$ cat config.mk
export PLATFORM = sky130hd
export DESIGN_NAME = sats_ram
export DESIGN_NICKNAME = d
export VERILOG_FILES = /design/src/hw/rtl/sats_ram.sv
export SDC_FILE = /design/constraint.sdc
export NUM_CORES = 1
export LEC_CHECK = 0
export BUFFER_PORTS_ARGS = -buffer_cell sky130_fd_sc_hd__buf_2
export CAP_MARGIN = 0
export CORE_UTILIZATION = 50
export CTS_BUF_LIST = sky130_fd_sc_hd__clkbuf_8
export DETAILED_ROUTE_END_ITERATION = 10
export GPL_TIMING_DRIVEN = 0
export PLACE_DENSITY = 0.67
export RECOVER_POWER = 100
export SYNTH_ARGS = -nofsm -noshare
export SYNTH_HDL_FRONTEND = slang
export SYNTH_SLANG_ARGS = --single-unit
$ cat constraint.sdc
create_clock -name clk -period 5.1 [get_ports clk]
set_input_delay 1.02 -clock clk [delete_from_list [all_inputs] [get_ports clk]]
set_output_delay 1.02 -clock clk [all_outputs]
set_load 0.05 [all_outputs]
$ cat src/hw/rtl/sats_ram.sv
// ----------------------------------------------------------------------------
// sats_ram: generic simple dual-port RAM
// One write port, one read port, registered read data (old data on collision).
// ----------------------------------------------------------------------------
module sats_ram #(
	parameter int WIDTH = 8,
	parameter int DEPTH = 64
) (
	input  logic                                    clk,
	input  logic                                    we,
	input  logic [((DEPTH > 1) ? $clog2(DEPTH) : 1)-1:0] waddr,
	input  logic [WIDTH-1:0]                        wdata,
	input  logic [((DEPTH > 1) ? $clog2(DEPTH) : 1)-1:0] raddr,
	output logic [WIDTH-1:0]                        rdata
);

	logic [WIDTH-1:0] mem [DEPTH];

	always_ff @(posedge clk) begin
		if (we) mem[waddr] <= wdata;
		rdata <= mem[raddr];
	end

endmodule

==> flow_summary_export.csv, run 1 <==
group,metric,value,unit
floorplan,core,0.0397,mm^2
route,wire_per_inst,28.9,um
timing,setup_viol,0,
yosys,syn_avg_cell_area,21.5,um^2
final_layout,layout_common_cells,"edfxtp_1 (512), mux4_2 (126), nor2_1 (83), clkbuf_8 (83), clkbuf_1 (38)",
yosys,syn-cell-area,0.0202,mm^2
worst_setup_path,critPathMaxFanout,10,
timing,tns,0,ps
final_layout,regArea,0.0155,mm^2
cts,htreeDepth,3,
floorplan,fp-row-count,73,
outcome,violations,"capacitance limit, slew limit",
cts,clock_path_buffers,3,
worst_setup_path,path_class,"in2reg",
outcome,status,"finished, violations left",
worst_setup_path,crit_family,"buffers and inverters",
yosys,yosys_warnings,0,
timing,drv_slew,520,
timing,rsz0062_at_grt,"no",
place,hpwl,29500,um
timing,tightest_slew,3070,ps
route,finalWirelength,47100,um
cts,cts_root_buf,"clkbuf_8",
final_layout,area_growth,10.9,%
yosys,synth_cells,940,
cts,hold_buffers,0,
route,drc,0,
pwr,peakVddDrop,0.152,mV
global_route,grt_pass1_vias,9888,
route,dr.pass1.iters,5,
floorplan,io_pins,30,
final_layout,fillers,2899,
global_route,grt-ovfl-total,0,
cts,cts_tree,"yes",
final_layout,drive_above_1_share,25.0,%
yosys,yosysUniqueCellTypes,40,
floorplan,die_w,203,um
worst_setup_path,cp-end-kind,"register",
timing,fin_crit_sh,74.3,%
yosys,synth_fp_nets,962,
cts,clock_latency,620,ps
final_layout,fin_cells,1631,
timing,fmax,0.264,GHz
floorplan,dieArea,0.0411,mm^2
global_route,grtUsageTotal,23.5,%
worst_setup_path,cp-startpoint,"raddr[2]",
worst_setup_path,crit_arrival,4240,ps
worst_setup_path,max_stage_delay,850,ps
cts,ctsResizeCount,0,
place,io_buffers,21,
final_layout,final_area,0.0224,mm^2
cts,clock_sinks,520,
worst_setup_path,crit_slowest_cell,"clkbuf_1",
timing,timing.hold.ws,877,ps
timing,relSlewSlack,-104,%
worst_setup_path,cp_data_required_time,5550,ps
final_layout,multi_input_area,0.00432,mm^2
route,ant_nets,0,
worst_setup_path,path_common_cell,"clkbuf_1",
global_route,antenna_found_initial,7,
cts,post-cts-setup-buffers,0,
place,gp_congestion,0.943,
hold_path,hold_class,"in2reg",
run,drv_cap,8,
timing,fin_ws,1310,ps
floorplan,die_y,203,um
place,dp_slack,1270,ps
timing,clock_skew,35.6,ps
cts,numCtsBuffers,80,
worst_setup_path,cp-start-kind,"input port",
worst_setup_path,path_cells,"clkbuf_1 > buf_4 > clkbuf_1 > clkbuf_1 > o221ai_1 > o21a_1 > o41ai_1",
cts,path_clk_slew,60,ps
route,viasPerCell,6.15,
final_layout,final_common_cell,"edfxtp_1",
yosys,synth_seq_cells,520,
route,via_count,10027,
worst_setup_path,r2r-start,"mem[3][3]",
worst_setup_path,path_buf_inv,4,
hold_path,worstHoldStart,"raddr[5]",
timing,period_minus_slack,3790,ps
place,dpl_cell_area,0.0209,mm^2
route,drt-initial-drc-count,1397,
yosys,ys_seq_area_share,77.0,%
place,placed_cells,1486,
pwr,leakage,6.99,nW
global_route,grt_max_degree,65,
final_layout,nNetsFinal,1065,
floorplan,initial_core_util,50.8,%
timing,finalHoldViolCount,0,
pwr,power_density,376,mW/mm^2
global_route,grt_pass1_wl,67900,um
==> area by class of cell <==
class                      instances  area share [%]
buffer                            51            1.40
tap                              525            2.94
multi-input combinational        369            19.3
timing repair buffer              21           0.375
clock inverter                    58            1.35
antenna                            4          0.0448
sequential                       520            69.5
clock buffer                      83            5.11
==> cell families (layout without fill, tap and decap cells) <==
family | count (synthesis) | in the layout | synth area share, %
AO/OA/AOI/OAI | 54 | 54 | 2.07
other | 0 | 4 | 0
AND/OR/NAND/NOR | 153 | 153 | 3.39
buffers and inverters | 51 | 213 | 1.57
multiplexers | 162 | 162 | 15.9
flip-flops | 520 | 520 | 77.0
==> final timing paths <==
path,endpoint,slack [ps],depth (start not counted)
hold reg to reg,rdata[7],980,4
setup / recovery,rdata[3],1310,7
setup reg to reg,rdata[3],2830,4
hold / removal,rdata[5],880,2
==> routing by layer <==
layer	wire length, um	GRT usage (%)	up-vias
met1	19300	34.0	5244
met2	21900	35.5	554
met5	27	0	-
met3	4920	6.29	78
li1	-	-	4147
met4	972	6.98	4
==> metrics by stage <==
stage          total power, mW  util [%]
4_1_cts                   8.45      56.3
2_1_floorplan             5.11         -
5_1_grt                   8.66      56.3
3_5_place_dp              5.32      52.7
3_3_place_gp              5.31      52.7
6_report                  8.41      56.3
==> power by group <==
part / internal (mW) / switching [mW]
registers: 4.74 / 0.00812
logic: 0.162 / 0.326
clock network: 1.61 / 1.57
total: 6.52 / 1.90
==> synth_stat cells <==
| master | number | area share, % |
|---|---|---|
| mux4_2 | 126 | 14 |
| o21ai_0 | 2 | 0.050 |
| nand3_1 | 13 | 0.32 |
| nand4_1 | 2 | 0.062 |
| mux2_2 | 13 | 0.73 |
| o2111ai_1 | 3 | 0.13 |
| clkbuf_1 | 17 | 0.32 |
| nor2_1 | 83 | 1.5 |
| o22ai_1 | 8 | 0.25 |
| a22oi_1 | 3 | 0.11 |
| dfxtp_1 | 8 | 0.79 |
| or3_1 | 1 | 0.031 |
| nand3b_1 | 3 | 0.11 |
| o32ai_1 | 2 | 0.087 |
| nand2_1 | 19 | 0.35 |
| o41ai_1 | 2 | 0.087 |
| o2bb2ai_1 | 3 | 0.13 |
| a21oi_1 | 3 | 0.074 |
| o311ai_1 | 1 | 0.043 |
| buf_6 | 4 | 0.22 |
| nand4b_1 | 1 | 0.043 |
| a31oi_1 | 1 | 0.031 |
| nand2b_1 | 7 | 0.22 |
| o21a_1 | 2 | 0.074 |
| a2111oi_0 | 2 | 0.087 |
| buf_1 | 4 | 0.074 |
| edfxtp_1 | 512 | 76 |
| o221ai_1 | 8 | 0.35 |
| buf_2 | 11 | 0.27 |
| nor2b_1 | 14 | 0.43 |
| a211oi_1 | 4 | 0.15 |
| mux2i_1 | 23 | 1.1 |
| a221oi_1 | 6 | 0.26 |
| buf_12 | 2 | 0.20 |
| nor4_1 | 2 | 0.062 |
| and2_1 | 1 | 0.031 |
| buf_4 | 13 | 0.48 |
| o221a_2 | 2 | 0.11 |
| o21ai_1 | 2 | 0.050 |
| nor3_1 | 7 | 0.17 |
==> flip-flops by register name (all words and copies together), names as in the netlist <==
register	cells
rdata	8
mem	512
==> worst reg2reg max path: stages (launching register included) <==
cell and delay (ps):
edfxtp_1 370, mux4_2 500, nor2b_1 150, a2111oi_0 790
o41ai_1 290
Note: power is estimated with default switching activity, not from simulation.
==> inputs of run 2 (changes only) <==
- PLACE_DENSITY: 0.67 -> 0.69
- clock period: 5.1 -> 3.1 ns (I/O delays scaled with it)
==> run 2 against run 1 <==
Effect of this change:
- the run still ends with capacitance limit, slew limit left
- cell area shrank 0.11%
- count of clock-buffer cells in the layout is 2 higher
- die area unchanged
- clock skew is 3.4 ps lower
- setup slack got worse by 1200 ps
- global-route usage increased by 0.16 points
- sequential share of layout area up 0.078 points
- non-clock buffer count is the same
- utilization fell by 0.063 points
- via count about the same
- critical endpoint is now rdata[7]
- largest power group unchanged
- highest routed layer unchanged
==> flow_summary_export.csv, run 2 (synthesized netlist as in run 1, its figures left out) <==
group,metric,value,unit
timing,tns,0,ps
route,wire_per_inst,28.8,um
floorplan,initial_core_util,50.8,%
hold_path,hold_class,"in2reg",
worst_setup_path,path_cells,"clkbuf_1 > buf_4 > clkbuf_1 > buf_2 > mux4_2 > o21ai_0 > nand2_1",
route,ant_nets,0,
final_layout,area_growth,10.7,%
pwr,leakage,7.02,nW
cts,post-cts-setup-buffers,0,
global_route,grtUsageTotal,23.7,%
cts,hold_buffers,0,
cts,clock_latency,650,ps
cts,ctsResizeCount,0,
worst_setup_path,cp-end-kind,"register",
worst_setup_path,max_stage_delay,640,ps
outcome,status,"finished, violations left",
timing,fmax,0.340,GHz
timing,tightest_slew,2710,ps
floorplan,core,0.0397,mm^2
pwr,peakVddDrop,0.305,mV
outcome,violations,"capacitance limit, slew limit",
timing,relSlewSlack,-80.6,%
final_layout,drive_above_1_share,24.7,%
timing,clock_skew,32.2,ps
route,drt-initial-drc-count,1233,
floorplan,io_pins,30,
worst_setup_path,path_common_cell,"clkbuf_1",
place,gp_congestion,0.962,
worst_setup_path,critPathMaxFanout,10,
timing,setup_viol,0,
worst_setup_path,path_class,"in2reg",
global_route,antenna_found_initial,3,
route,drc,0,
cts,cts_root_buf,"clkbuf_8",
final_layout,largest_reg_flops,512,
cts,path_clk_slew,70,ps
final_layout,fillers,2933,
place,dpl_cell_area,0.0209,mm^2
worst_setup_path,r2r_setup_slack,940,ps
run,drv_cap,2,
timing,finalHoldViolCount,0,
route,via_count,10028,
floorplan,dieArea,0.0411,mm^2
global_route,grt_pass1_vias,10051,
place,hpwl,29000,um
worst_setup_path,cp-startpoint,"raddr[2]",
final_layout,final_area,0.0223,mm^2
final_layout,layout_common_cells,"edfxtp_1 (512), mux4_2 (126), clkbuf_8 (85)",
floorplan,die_w,203,um
worst_setup_path,cp_num_cells,7,
timing,fin_crit_sh,95.0,%
worst_setup_path,cp_data_required_time,3580,ps
route,finalWirelength,47000,um
timing,drv_slew,130,
cts,numCtsBuffers,82,
worst_setup_path,cp-endpoint,"rdata[7]",
final_layout,top_register,"mem",
cts,clock_path_buffers,3,
floorplan,fp-row-count,73,
timing,period_minus_slack,2940,ps
worst_setup_path,crit_arrival,3430,ps
worst_setup_path,path_buf_inv,4,
cts,htreeDepth,3,
final_layout,nNetsFinal,1067,
worst_setup_path,crit_slowest_cell,"clkbuf_1",
cts,clock_sinks,520,
floorplan,die_y,203,um
final_layout,final_common_cell,"edfxtp_1",
cts,cts_tree,"yes",
worst_setup_path,r2r_cells,5,
pwr,power_density,615,mW/mm^2
global_route,grt_max_degree,65,
final_layout,top_regs,"mem (512), rdata (8)",
route,viasPerCell,6.15,
worst_setup_path,cp-start-kind,"input port",
route,dr.pass1.iters,5,
place,io_buffers,21,
global_route,grt_pass1_wl,68400,um
worst_setup_path,crit_family,"buffers and inverters",
timing,timing.hold.ws,387,ps
worst_setup_path,r2r-start,"mem[20][4]",
worst_setup_path,r2r_end,"rdata[4]",
timing,rsz0062_at_grt,"no",
global_route,grt-ovfl-total,0,
run 2: changes by cell type in the layout (fill, tap and decap cells not counted), sizes merged:
cell,change
diode,-3
bufinv,-2
clkinv,-3
clkinvlp,-3
inv,+9
buf,+2
run 2: stage by stage:
stage               setup WS [ps]  instances  power [mW]  utilization [%]
floorplan                     812        940        8.41                -
global placement             -290       1486        8.74             52.7
detailed placement           -303       1486        8.75             52.7
CTS                           364       1630        13.8             56.2
global route                  160       1630        14.2             56.2
finish                        157       1631        13.7             56.2
run 2: worst min-delay path by stage:
| stage | from | cells after the start | slack (ps) | endpoint |
|---|---|---|---|---|
| after global placement | mem[7][7] | 4 | 920 | rdata[7] |
| after detailed placement | mem[7][7] | 4 | 930 | rdata[7] |
| after global routing | raddr[5] | 2 | 360 | rdata[5] |
| after floorplan | mem[34][0] | 4 | 720 | rdata[0] |
| final | raddr[5] | 2 | 390 | rdata[5] |
| after CTS | raddr[5] | 2 | 370 | rdata[5] |
run 2: where the power goes:
group,switching [mW],leakage (nW),internal [mW]
registers,0.0131,4.67,7.79
logic,0.535,1.50,0.269
clock network,2.60,0.846,2.54
run 2: final cells by class:
class                           count  area, um^2  area share (%)
Antenna cell                        1        2.50          0.0112
Buffer                             51         315            1.41
Clock buffer                       85        1170            5.24
Clock inverter                     59         248            1.11
Multi-Input combinational cell    369        4320            19.3
Sequential cell                   520       15500            69.6
Tap cell                          525         657            2.94
Timing Repair Buffer               21        91.3           0.409
run 2: worst register-to-register path, cell delays in order, from the launching register on:
cell	delay (ps)
edfxtp_1	370
mux4_2	470
mux2_2	310
o221a_2	290
nor3_1	320
o32ai_1	230
run 2: layer usage:
layer  vias up  GRT usage [%]  wire length, um
li1       4153              -                -
met1      5242           33.8            19400
met2       535           36.3            22100
met3        94           5.12             4080
met4         4           9.00             1350
met5         -              0               22
==> inputs of run 3 (changes only) <==
- ABC_AREA: unset -> 1
==> run 3 against run 2 <==
Effect of this change:
- the flow still finishes with violations (capacitance limit, slew limit)
- sequential cell count stayed put
- routed wire length rose by 28%
- first-iteration DRC count increased by 74%
- clock skew grew 6.6 ps
- die area increased by 5.8%
- hold slack improved by 170 ps
- area after synthesis increased by 5.8%
- critical path depth is 3 lower
- sequential share of layout area decreased by 3.9 points
- critical endpoint is now mem[26][0]
==> flow_summary_export.csv, run 3 <==
group,metric,value,unit
outcome,status,"finished, violations left",
outcome,violations,"capacitance limit, slew limit",
timing,period_minus_slack,2600,ps
global_route,grt_pass1_wl,88200,um
yosys,synth_top_family_by_area,"simple AND/OR/NAND/NOR gates",
yosys,synth.area.top_cells,"edfxtp_1 (72%), nand2_1 (11%), nand3_1 (10%)",
timing,tns,0,ps
place,gp_congestion,0.997,
worst_setup_path,r2r_cells,8,
cts,cts_root_buf,"clkbuf_8",
cts,post-cts-setup-buffers,0,
route,dr.pass1.iters,5,
yosys,synth_top_area_share,72.0,%
worst_setup_path,r2r_setup_slack,1590,ps
worst_setup_path,r2r-start,"mem[28][1]",
cts,ctsResizeCount,0,
timing,fin_ws,500,ps
place,dp_slack,-75.3,ps
route,viasPerCell,5.86,
floorplan,io_pins,30,
global_route,grt-busiest-layer,"met2",
route,ant_nets,0,
yosys,synth_edf_count,512,
worst_setup_path,cp-endpoint,"mem[26][0]",
pwr,p_comb_share,7.5,%
cts,numCtsBuffers,84,
worst_setup_path,cp-end-kind,"register",
yosys,yosysUniqueCellTypes,16,
timing,setup_viol,0,
route,wire_per_inst,23.8,um
final_layout,largest_reg_flops,512,
hold_path,hold_class,"in2reg",
floorplan,initial_core_util,50.8,%
timing,drv_slew,390,
yosys,synth_cells,1805,
global_route,met3_usage,6.36,%
worst_setup_path,cp-startpoint,"waddr[0]",
place,hpwl,39000,um
floorplan,core,0.0420,mm^2
yosys,async_flop_share,0,%
final_layout,antenna_cells,0,
pwr,power_frac_seq,54.5,%
cts,clock_sinks,520,
route,finalWirelength,60000,um
route,drt-initial-drc-count,2148,
final_layout,layout_common_cells,"nand2_1 (648), edfxtp_1 (512), nand3_1 (439)",
route,drc,0,
timing,tightest_slew,1710,ps
worst_setup_path,cp-start-kind,"input port",
pwr,power.internal,10.9,mW
worst_setup_path,critPathMaxFanout,9,
yosys,synth_fa_ha_area_share,0,%
yosys,yosys_warnings,0,
route,via_count,14750,
final_layout,area_growth,10.8,%
yosys,synth_seq_cells,520,
global_route,grt_max_degree,65,
floorplan,die_w,209,um
pwr,peakVddDrop,0.427,mV
timing,rsz0062_at_grt,"no",
yosys,synth_commonest_cells,"nand2_1 (648), edfxtp_1 (512), nand3_1 (439), nor2_1 (56), buf_2 (37)",
worst_setup_path,max_stage_delay,1060,ps
final_layout,top_register,"mem",
timing,relSlewSlack,-14.1,%
run,drv_cap,6,
worst_setup_path,path_cells,"clkbuf_1 > inv_1 > nand4_1 > nor2_1",
timing,fmax,0.385,GHz
global_route,grt-ovfl-total,0,
timing,fin_crit_sh,83.9,%
final_layout,drive_above_1_share,10.3,%
cts,clock_path_buffers,3,
timing,finalHoldViolCount,0,
yosys,ys_seq_area_share,72.8,%
floorplan,dieArea,0.0435,mm^2
final_layout,nNetsFinal,1943,
worst_setup_path,cp_data_required_time,3340,ps
global_route,antenna_found_initial,1,
cts,hold_buffers,0,
worst_setup_path,path_class,"in2reg",
cts,clock_latency,650,ps
cts,path_clk_slew,50,ps
place,io_buffers,21,
global_route,grtUsageTotal,27.9,%
final_layout,top_regs,"mem (512), rdata (8)",
cts,htreeDepth,3,
floorplan,fp-row-count,75,
pwr,power_density,606,mW/mm^2
yosys,syn-cell-area,0.0213,mm^2
pwr,pwr-share-clk,38.0,%
yosys,synth-xor-area-share,0,%
pwr,leakage,8.65,nW
global_route,use_met1,40.1,%
pwr,p_sw_share,24.1,%
yosys,synth.most_common_cell,"nand2_1",
yosys,synth_fp_nets,1827,
place,placed_cells,2373,
worst_setup_path,crit_arrival,2840,ps
final_layout,final_common_cell,"nand2_1",
yosys,yosysTopAreaCell,"edfxtp_1",
yosys,synth_compound_area_share,0,%
worst_setup_path,crit_slowest_cell,"nor2_1",
pwr,p_switching,3.45,mW
worst_setup_path,r2r_end,"rdata[1]",
global_route,use_met2,41.1,%
cts,cts_tree,"yes",
final_layout,final_util,56.3,%
global_route,grt_pass1_vias,13860,
yosys,muxShareOfSynthArea,0,%
yosys,yosys.area_share.simple,23.2,%
yosys,syn_avg_cell_area,11.8,um^2
final_layout,fin_cells,2515,
yosys,ys.flop_type,"edfxtp_1",
floorplan,die_y,209,um
timing,clock_skew,38.8,ps
-- run 3: logic make-up after synthesis --
group	after synthesis
DFF	520
and+or+nand+nor	1160
buffers and inverters	125
-- run 3: critical path: cells and delay by family --
family,cells,cell delay [ps]
buf+inv,2,470
simple gates,2,1730
-- run 3: metal layers --
metal / wire, um / vias to the layer above
met5: 0 / -
met4: 2440 / 0
met3: 6590 / 158
met2: 26400 / 885
met1: 24600 / 7116
li1: - / 6591
-- run 3: worst min path at each step --
stage	from	to	slack, ps	cells after the start
2_1_floorplan	wdata[0]	mem[0][0]	720	0
3_3_place_gp	mem[40][6]	rdata[6]	920	8
3_5_place_dp	mem[43][6]	rdata[6]	930	8
4_1_cts	raddr[5]	rdata[6]	500	3
5_1_grt	raddr[5]	rdata[6]	550	3
6_report	raddr[5]	rdata[5]	560	3
-- run 3: layout make-up --
type                    instances  area [um^2]
fillers                      3517        18400
clock buffers                  94         1290
repair buffers                 30          128
inverters                      12         50.0
multi-input cells            1160         4950
flip-flops and latches        520        15500
well taps                     539          674
clock inverters                47          215
plain buffers                 113          807
-- run 3: through the flow --
stage / cell area [um^2] / hold slack [ps] / power, mW
2_1_floorplan: 21300 / 719 / 8.54
3_3_place_gp: 22100 / 916 / 8.98
3_5_place_dp: 22200 / 933 / 9.00
4_1_cts: 23700 / 496 / 14.3
5_1_grt: 23600 / 545 / 14.7
6_report: 23600 / 560 / 14.3
-- run 3: power by group through the flow --
stage | registers, mW | logic, mW | clock network (mW)
2_1_floorplan | 7.99 | 0.547 | 0
3_3_place_gp | 7.95 | 1.03 | 0
3_5_place_dp | 7.95 | 1.05 | 0
4_1_cts | 7.80 | 1.06 | 5.48
5_1_grt | 7.81 | 1.14 | 5.78
6_report | 7.81 | 1.07 | 5.45
